<file path="src/rtl/ccpsd_fifo.sv">
// Two-entry queue with registered head, used between front and back and
// at the result side. No dependencies.
`default_nettype none
module ccpsd_fifo #(
  parameter int WIDTH = 8
) (
  input  logic             clk,
  input  logic             rst,
  input  logic             push,
  input  logic [WIDTH-1:0] din,
  output logic             full,
  input  logic             pop,
  output logic [WIDTH-1:0] dout,
  output logic             empty
);

  logic [1:0]       count;
  logic [WIDTH-1:0] head;
  logic [WIDTH-1:0] tail;
  logic             do_push;
  logic             do_pop;

  assign full    = (count == 2'd2);
  assign empty   = (count == 2'd0);
  assign dout    = head;
  assign do_push = push & ~full;
  assign do_pop  = pop & ~empty;

  always_ff @(posedge clk) begin
    if (rst) begin
      count <= 2'd0;
    end else begin
      if (do_push && !do_pop) begin
        count <= count + 2'd1;
      end else if (do_pop && !do_push) begin
        count <= count - 2'd1;
      end
    end
    if (do_pop) begin
      if (count == 2'd2) begin
        head <= tail;
        if (do_push) begin
          tail <= din;
        end
      end else if (do_push) begin
        head <= din;
      end
    end else if (do_push) begin
      if (count == 2'd0) begin
        head <= din;
      end else begin
        tail <= din;
      end
    end
  end

endmodule
`default_nettype wire

</file>
<file path="config.mk">
export PLATFORM = sky130hd
export DESIGN_NAME = ccpsd_fifo
export DESIGN_NICKNAME = d
export VERILOG_FILES = /design/src/rtl/ccpsd_fifo.sv
export SDC_FILE = /design/constraint.sdc
export NUM_CORES = 1
export LEC_CHECK = 0
export BUFFER_PORTS_ARGS = -buffer_cell sky130_fd_sc_hd__buf_2
export CELL_PAD_IN_SITES_DETAIL_PLACEMENT = 1
export CELL_PAD_IN_SITES_GLOBAL_PLACEMENT = 1
export CORE_MARGIN = 4
export CORE_UTILIZATION = 39
export DETAILED_ROUTE_END_ITERATION = 7
export MAX_ROUTING_LAYER = met4
export PLACE_DENSITY = 0.85
export SYNTH_ARGS = -nofsm -noshare
export SYNTH_HDL_FRONTEND = slang
export SYNTH_SLANG_ARGS = --single-unit
</file>
<file path="constraint.sdc">
create_clock -name clk -period 1.9 [get_ports clk]
set_clock_uncertainty 0.1 [all_clocks]
set_input_delay 0.38 -clock clk [delete_from_list [all_inputs] [get_ports clk]]
set_output_delay 0.38 -clock clk [all_outputs]
set_load 0.005 [all_outputs]
</file>
==> summary.md <==
| Metric | Value |
|---|---|
| Routed wire length per instance | `13.5 µm` |
| Worst reg-to-reg setup slack | `~0.063 ns` |
| Total number of vias | `430` |
| Vias in the first global route | `about 430` |
| Highest clock rate | `0.544 GHz` |
| Slew of the pin with the lowest slew margin | `0.398 ns` |
| Power Density | `1180 nW/µm²` |
| Number of enable flip-flop cells after synthesis | `16` |
| CTS clk-pin slew, worst paths | `0.09 ns` |
| Total track usage | `10.6%` |
| Critical path endpoint category | `register` |
| Fraction of registers with async set/reset | `0%` |
| Min cycle time layout | `1.84 ns` |
| Clock Sinks | `18` |
| Layout cells sized above 1 | `between 50% and 60%` |
| Start point of the worst hold path | `rst` |
| N_diodes | `0` |
| CP Data Required Time | `~2.0 ns` |
| Reg power frac | `around 54%` |
| Syn_area_per_cell | `around 17 µm²` |
| Root buf cell | `clkbuf_4` |
| Worst hold path type | `input pin to register` |
| Routed Antenna Nets | `0` |
| Cell-internal power | `approximately 770 µW` |
| Place WS | `roughly 0.084 ns` |
| Flops & latches, synth | `18` |
| Final instance area | `between 900 and 1000 µm²` |
| Total wire length | `between 1 and 1.5 mm` |
| Die H | `51.3 µm` |
| I/O Pins | `22` |
| Setup TNS | `0 ns` |
| Hold Vio Cnt, Final | `0` |
| Worst Path Max Fanout | `6` |
| Gate power share | `29.4%` |
| Clock group share of total power | `between 10% and 20%` |
| Area Overhead vs Synth | `23.8%` |
| Number of buffers created by CTS | `3` |
| Seq/Total Area, Yosys | `71.2%` |
| Final HPWL DP | `963 µm` |
| Synth Cell Area | `731 µm²` |
| Worst rel slew slack | `73.5%` |
| Worst hold path stage count | `2` |
| Die width | `51.3 µm` |
| Synthesized net count | `55` |
| CTS resizes | `0` |
| Pin count of the biggest net entering global routing | `10` |
| # fillers | `~190` |
| Fraction of post-synthesis cell area in the top cell type by area | `65.8%` |
| Initial DRC Count | `2` |
| Status | `complete, no violations` |
| Die area | `approximately 2600 µm²` |
| Startpoint types | `register` |
| Gr ovfl total | `0` |
| Clk_lat worst skew | `approximately 0.28 ns` |
| Fin worst setup slack | `between 0.06 and 0.07 ns` |
| Most used DFF post-synth | `edfxtp_1` |
| Post-synthesis cell type count | `15` |
| Dpl cells | `90` |
| Switching Share | `between 20% and 30%` |
| Hold buffers post-CTS | `0` |
| Nets | `between 80 and 90` |
| Count of synthesis-stage warnings from yosys | `0` |
| Peak supply drop | `0.000553 V` |
| Htree depth | `1` |
| Crit path DAT | `1.96 ns` |
| Pleak | `between 0.3 and 0.4 nW` |
| RSZ-0062 raised after global routing | `false` |
| Bufs on Longest Clock Path | `2` |
| Initial core utilization | `between 40% and 50%` |
| Max Cap Violations | `0` |
| GP Congestion | `0.766` |
| Vias per inst | `4.62` |
| Cells after Synth | `between 40 and 50` |
| Crit path kind | `register to register` |
| Final Max Tran Viols | `0` |
| Port Buffer Count | `21` |
| CTS tree | `yes` |
| Layout Cells excl Fill | `93` |
| Global-route wire length before repair | `roughly 1.9 mm` |
| Pre-antenna DRT Iters | `2` |
| DRC | `0` |
| Final period util | `between 90% and 100%` |
| Synth area leaders | `edfxtp_1 66%, mux2_2 12%, dfxtp_1 5.5%, xor2_1 2.4%, o21ai_0 2.1%` |
| Setup bufs post-CTS | `0` |
| Reg-to-Reg End | `count[1]` |
| Worst r2r path cells | `5` |
| Worst min-delay path endpoint | `count[1]` |
| CORE AREA | `1750 µm²` |
| Switching Power | `between 200 and 300 µW` |
| Post-synth top area cell | `edfxtp_1` |
| WHS | `~0.15 ns` |
| Placed Instance Area | `882 µm²` |
| Initial antenna violation count | `0` |
| # rows | `15` |
| Final setup fails | `0` |
| RR Startpoint | `count[1]` |
metrics by stage:
step	power [mW]	utilization (%)
after global placement	0.890	50.5
after detailed placement	0.902	50.5
after global routing	1.13	51.8
after floorplan	0.764	-
after CTS	1.09	51.8
final	1.07	51.8
flip-flops by register name (all words and copies together) (netlist names):
signal,count
tail,8
dout,8
count,2
power groups by stage:
| stage | Sequential (mW) | Clock, mW | Combinational, mW |
|---|---|---|---|
| after floorplan | 0.583 | 0 | 0.181 |
| after global placement | 0.579 | 0 | 0.311 |
| after detailed placement | 0.584 | 0 | 0.318 |
| after CTS | 0.575 | 0.189 | 0.322 |
| after global routing | 0.583 | 0.207 | 0.345 |
| final | 0.573 | 0.180 | 0.314 |
kinds of logic after synthesis:
| logic type | Yosys count | share of synthesized area [%] |
|---|---|---|
| AOI/OAI and AO/OA | 4 | 2.74 |
| xor gates and xnor gates | 2 | 2.40 |
| adders and majority gates | 1 | 1.71 |
| DFF | 18 | 71.2 |
| muxes | 9 | 13.7 |
| and+or+nand+nor | 8 | 8.22 |
routing by layer:
| metal | part of all wire [%] | GRT usage [%] | wire, µm |
|---|---|---|---|
| met5 | 0 | - | 0 |
| met2 | 49 | 16.3 | 608 |
| met4 | 0.88 | 5.24 | 11 |
| met3 | 5.0 | 3.50 | 63 |
| met1 | 45 | 12.5 | 567 |
how the worst max path moves through the flow:
stage                         from  endpoint  slack, ns  depth (start not counted)
after detailed placement  count[1]  count[1]       0.08                          5
after floorplan           count[1]  count[1]       0.17                          5
final                     count[1]  count[1]       0.06                          5
after global placement    count[1]  count[1]       0.14                          5
after CTS                 count[1]  count[1]       0.05                          5
after global routing      count[1]  count[1]      0.005                          5
final cells by class:
cell class                 instances  area [µm²]  area share (%)
timing repair buffer              23         120            13.3
tap                               25        31.3            3.46
multi-input combinational         24         210            23.2
clock buffer                       3        22.5            2.49
sequential                        18         520            57.5
critical path: stages (launching register included):
cell,delay (ns)
dfxtp_1,0.44
nor2b_4,0.22
and2b_2,0.23
ha_1,0.31
or3_1,0.35
a21oi_1,0.14
cell usage after synthesis, types with 2 or more instances:
library cell / number
dfxtp_1: 2
xor2_1: 2
edfxtp_1: 16
nor2_1: 2
o21ai_0: 3
mux2_2: 8
cell usage in the layout, fill, tap and decap left out, types with 2 or more instances in the layout:
cell type | Yosys | final
buf_2 | 0 | 21
edfxtp_1 | 16 | 16
mux2_2 | 8 | 8
o21ai_0 | 3 | 3
clkbuf_4 | 0 | 3
nor2_1 | 2 | 2
xor2_1 | 2 | 2
dfxtp_1 | 2 | 2
buf_4 | 0 | 2
No activity file was read; power rests on OpenSTA's default activity.
