**src/rtl/ccpsd_pkg.sv**
```systemverilog
// Package for the charge comparison PSD unit: payload structs, register
// indexes, reset values and arithmetic limits. No dependencies.
`default_nettype none
package ccpsd_pkg;

  localparam int DEFAULT_MAX_SAMPLES = 512;
  localparam int ACC_W               = 26;
  localparam int CFG_IDX_W           = 3;
  localparam int DIV_STEPS           = 40;
  localparam int DIV_CNT_W           = 6;

  localparam logic signed [ACC_W-1:0] ACC_MAX = 26'sh1FFFFFF;
  localparam logic signed [ACC_W-1:0] ACC_MIN = 26'sh2000000;

  localparam logic [CFG_IDX_W-1:0] REG_WINDOW_START  = 3'd0;
  localparam logic [CFG_IDX_W-1:0] REG_WINDOW_END    = 3'd1;
  localparam logic [CFG_IDX_W-1:0] REG_BIN_WIDTH     = 3'd2;
  localparam logic [CFG_IDX_W-1:0] REG_CAL_OFFSET    = 3'd3;
  localparam logic [CFG_IDX_W-1:0] REG_CAL_LINEAR    = 3'd4;
  localparam logic [CFG_IDX_W-1:0] REG_CAL_QUADRATIC = 3'd5;

  typedef struct packed {
    logic        [8:0]  window_start;
    logic        [9:0]  window_end;
    logic        [12:0] bin_width;
    logic signed [31:0] cal_offset;
    logic signed [31:0] cal_linear;
    logic signed [31:0] cal_quadratic;
  } cfg_t;

  localparam cfg_t CFG_RESET = '{
    window_start:  9'd50,
    window_end:    10'd137,
    bin_width:     13'd1638,
    cal_offset:    32'sd0,
    cal_linear:    32'sd65536,
    cal_quadratic: 32'sd0
  };

  typedef struct packed {
    logic signed [15:0] sample;
    logic        [23:0] total_charge;
    logic               last_sample;
  } in_t;

  typedef struct packed {
    logic signed [ACC_W-1:0] partial_charge;
    logic        [23:0]      total_charge_out;
    logic signed [15:0]      charge_ratio;
    logic signed [31:0]      energy;
    logic                    zero_total;
  } out_t;

  // One finished waveform handed from the front to the back
  typedef struct packed {
    logic signed [ACC_W-1:0] acc;
    logic        [23:0]      total;
  } job_t;

endpackage
`default_nettype wire

```
**src/rtl/ccpsd_front.sv**
```systemverilog
// Front end: counts samples, sums the windowed ones with saturation and
// hands each finished waveform to the job queue. Uses ccpsd_pkg.
`default_nettype none
module ccpsd_front
  import ccpsd_pkg::*;
#(
  parameter int MAX_SAMPLES = DEFAULT_MAX_SAMPLES
) (
  input  logic clk,
  input  logic rst,
  input  cfg_t cfg,
  input  logic push,
  output logic full,
  input  in_t  item,
  output logic job_push,
  output job_t job,
  input  logic job_full
);

  localparam int IDX_W = $clog2(MAX_SAMPLES + 1);
  localparam int CMP_W = (IDX_W > 10) ? IDX_W : 10;

  logic        [IDX_W-1:0] sample_index;
  logic signed [ACC_W-1:0] window_accumulator;

  logic                    accept;
  logic                    in_range;
  logic                    in_window;
  logic        [CMP_W-1:0] idx_c;
  logic        [CMP_W-1:0] start_c;
  logic        [CMP_W-1:0] end_c;
  logic signed [ACC_W:0]   sum;
  logic signed [ACC_W-1:0] acc_next;

  assign full   = job_full;
  assign accept = push & ~job_full;

  assign idx_c     = CMP_W'(sample_index);
  assign start_c   = CMP_W'(cfg.window_start);
  assign end_c     = CMP_W'(cfg.window_end);
  assign in_range  = (sample_index < IDX_W'(MAX_SAMPLES));
  assign in_window = in_range && (idx_c >= start_c) && (idx_c < end_c);
  assign sum       = (ACC_W+1)'(window_accumulator) + (ACC_W+1)'(item.sample);

  always_comb begin
    acc_next = window_accumulator;
    if (in_window) begin
      if (sum > (ACC_W+1)'(ACC_MAX)) begin
        acc_next = ACC_MAX;
      end else if (sum < (ACC_W+1)'(ACC_MIN)) begin
        acc_next = ACC_MIN;
      end else begin
        acc_next = sum[ACC_W-1:0];
      end
    end
  end

  assign job_push  = accept & item.last_sample;
  assign job.acc   = acc_next;
  assign job.total = item.total_charge;

  always_ff @(posedge clk) begin
    if (rst) begin
      sample_index       <= '0;
      window_accumulator <= '0;
    end else if (accept) begin
      if (item.last_sample) begin
        sample_index       <= '0;
        window_accumulator <= '0;
      end else begin
        window_accumulator <= acc_next;
        if (in_range) begin
          sample_index <= sample_index + IDX_W'(1);
        end
      end
    end
  end

endmodule
`default_nettype wire

```
**config.mk**
```make
export PLATFORM = sky130hd
export DESIGN_NAME = ccpsd_front
export DESIGN_NICKNAME = d
export VERILOG_FILES = /design/src/rtl/ccpsd_pkg.sv /design/src/rtl/ccpsd_front.sv
export SDC_FILE = /design/constraint.sdc
export NUM_CORES = 1
export LEC_CHECK = 0
export ABC_AREA = 1
export CORE_MARGIN = 4
export CORE_UTILIZATION = 48
export CTS_CLUSTER_DIAMETER = 100
export CTS_CLUSTER_SIZE = 8
export DETAILED_ROUTE_END_ITERATION = 10
export DONT_BUFFER_PORTS = 1
export GPL_TIMING_DRIVEN = 0
export HOLD_SLACK_MARGIN = 0.1
export SYNTH_ARGS = -nofsm -noshare
export SYNTH_HDL_FRONTEND = slang
export SYNTH_SLANG_ARGS = --single-unit
```
**constraint.sdc**
```tcl
create_clock -name clk -period 3.29 [get_ports clk]
set_input_delay 0.658 -clock clk [delete_from_list [all_inputs] [get_ports clk]]
set_output_delay 0.658 -clock clk [all_outputs]
set_load 0.01 [all_outputs]
```
==> results.txt <==
synthesized instance count: 706
most frequent cells in the layout: 187 x nand2_1, 82 x inv_1, 56 x a21oi_1
Initial Util: 49.8%
clock network fraction of total power: 34.0%
Syn Area/Cell: 6.21 um2
ys async rst share: 0%
kind of critical path: reg -> out
Filler cells: 893
cells along the critical path: ha_4, inv_2, fa_2, nand3b_1, nand3_2, nand2_2, nand3_1, nand2_1, nand2_2, inv_4, nand2_8, buf_8, nand2_1, nand3_1, and2_1
number of synthesized flops with an enable pin: 0
# port buffers: 0
WL final: 12900 um
Leak: 2.51 nW
Avg WL per Cell: 15.5 um
global-route wire length before repair: 19900 um
gr usage total: 22.3%
period utilization: 96.3%
post-detailed-route count of antenna-violating nets: 0
CP max-delay cell: fa_2
Post-CTS Hold Fix Bufs: 0
warnings from Yosys: 0
run status: complete, no violations
number of H-tree levels: 2
Cell Area, Synth: 0.00439 mm2
clk slew on worst S/H paths: 90 ps
Buf+Inv Stages, Crit Path: 3
fraction of layout cells with a size suffix above 1: 22.2%
sequential cell area: 728 um2
Hold Path Class: reg -> reg
crit end category: output pin
I/O pin count: 225
post-place instance area: 0.00452 mm2
Final Wtd Congestion: 0.928
clk_skew: 9.09 ps
commonest non-fill, non-tap cell in the layout: nand2_1
Switching Power: 0.332 mW
TNS Setup: 0 ps
fin crit period: 3170 ps
final instance area: 0.00503 mm2
vias: 4478
initial antenna violation count: 0
Arrival @ worst endpoint: 2510 ps
number of diodes: 0
sequential power share: 43.4%
Power Density: 200 mW/mm2
Post-DP HPWL: 10300 um
sequential-to-total area share from yosys stat: 16.4%
Num CTS Buffers: 5
GR Overflow Total: 0
CP max FO: 8
DRC Markers: 0
VDD IR max: 128 uV
non-filler cells, final: 833
Root Buffer: clkbuf_8
placed insts: 814
max-cap violations: 0
f_max: 316 MHz
Setup crit start kind: flip-flop
Int Pwr: 0.675 mW
multi-input logic area: 0.00335 mm2
largest net degree at the start of global routing: 13
Crit path max-delay family: simple AND/OR/NAND/NOR gates
Row Count: 34
Sw Share: 33.0%
die area: 0.0107 mm2
Gate power share: 22.6%
Required @ worst endpoint: 2630 ps
synth unique cells: 35
Die Ht: 104 um
final setup vio count: 0
Placeable Area: 0.00881 mm2
Slowest Stage Delay on Critical Path: 410 ps
Initial DRC Count: 172
vias in the first global route: 4095
Slew Limit Fails: 0
Slew @ Worst Pin: 767 ps
clock latency reported for the late side of the worst-skew pair: 300 ps
Max-slew headroom: 48.9%
Most used DFF post-synth: dfxtp_1
clock buffer depth: 2
CTS tree: built
Synth-to-Final Area Change: 14.7%
Vias/cell: 5.38
final hold viol count: 0
DIE WIDTH: 104 um
CTS sink cnt: 36
Syn Nets: 925
Nets: 943
Initial DRT Pass Iterations: 6
post-synthesis register bit count: 36
-- kinds of logic (layout without fill, tap and decap cells) --
| logic type | Yosys count | after routing | share of synthesized area [%] |
|---|---|---|---|
| fa+ha+maj | 46 | 46 | 13.3 |
| xor+xnor | 20 | 20 | 3.99 |
| flops | 36 | 36 | 16.4 |
| simple gates | 388 | 388 | 41.0 |
| compound gates | 89 | 89 | 11.4 |
| buf+inv | 127 | 146 | 13.9 |
-- power groups by stage --
stage / logic, mW / clock network (mW) / registers, mW
2_1_floorplan: 0.163 / 0 / 0.448
3_3_place_gp: 0.199 / 0 / 0.448
3_5_place_dp: 0.201 / 0 / 0.448
4_1_cts: 0.202 / 0.349 / 0.438
5_1_grt: 0.253 / 0.368 / 0.437
6_report: 0.228 / 0.342 / 0.437
-- final timing paths --
| check | startpoint | end | slack, ps | cells past startpoint |
|---|---|---|---|---|
| setup / recovery | window_accumulator[0]$_SDFFE_PP0P_ | job[31] | 120 | 15 |
| hold / removal | window_accumulator[12]$_SDFFE_PP0P_ | window_accumulator[12]$_SDFFE_PP0P_ | 490 | 2 |
| setup reg to reg | window_accumulator[0]$_SDFFE_PP0P_ | window_accumulator[14]$_SDFFE_PP0P_ | 850 | 17 |
| hold reg to reg | window_accumulator[12]$_SDFFE_PP0P_ | window_accumulator[12]$_SDFFE_PP0P_ | 490 | 2 |
-- state kept, by name (all words and copies together) (netlist names) --
name                flops
idx_c                  10
window_accumulator     26
-- layout make-up --
type	instances	share of cell area, %
Buffer	43	6.22
Clock buffer	5	1.37
Clock inverter	3	0.373
Inverter	84	6.32
Multi-Input combinational cell	543	66.5
Sequential cell	36	14.5
Tap cell	108	2.69
Timing Repair Buffer	11	2.06
-- synthesized netlist by cell type (11+ instances only) --
master / count / area (um2)
a21oi_1: 62 / 310
and2_1: 27 / 169
buf_4: 26 / 195
dfxtp_1: 36 / 721
ha_1: 45 / 563
inv_1: 83 / 312
nand2_1: 192 / 721
nand3_1: 59 / 295
nand3_2: 12 / 120
nor2_1: 46 / 173
nor3_1: 11 / 55.1
o21bai_1: 11 / 82.6
or2_2: 24 / 150
xor2_1: 15 / 131
-- worst reg2reg max path, delay by kind of cell (launching register included) --
family          cells  cell delay, ps
flops               1             370
compound gates      1             160
fa+ha+maj           2             550
buf+inv             4             380
simple gates       10             910
-- through the flow --
step / hold slack, ps / total power, mW / worst slack [ps] / util [%]
after CTS: 489 / 0.989 / 3.35 / 52.7
after global routing: 511 / 1.06 / -38.1 / 57.1
after global placement: 467 / 0.647 / -73.7 / 51.3
after detailed placement: 475 / 0.649 / -101 / 51.3
after floorplan: 456 / 0.611 / 287 / -
final: 491 / 1.01 / 122 / 57.1
-- layer usage --
layer | GRT usage [%] | wire length [um] | vias up | part of all wire (%)
li1 | - | - | 2289 | -
met1 | 30.4 | 6110 | 2015 | 47
met2 | 35.3 | 5780 | 167 | 45
met3 | 6.03 | 994 | 7 | 7.7
met4 | 4.94 | 64 | 0 | 0.49
met5 | 0 | 0 | - | 0
-- repair_timing --
action                                 CTS  global route
cloned                                   0             2
gates resized for setup                 12            73
endpoints found under the hold margin    0             0
pin swaps                                0            13
buffers inserted                         0             9
setup endpoints to repair               20            25
Note: power is estimated with default switching activity, not from simulation.
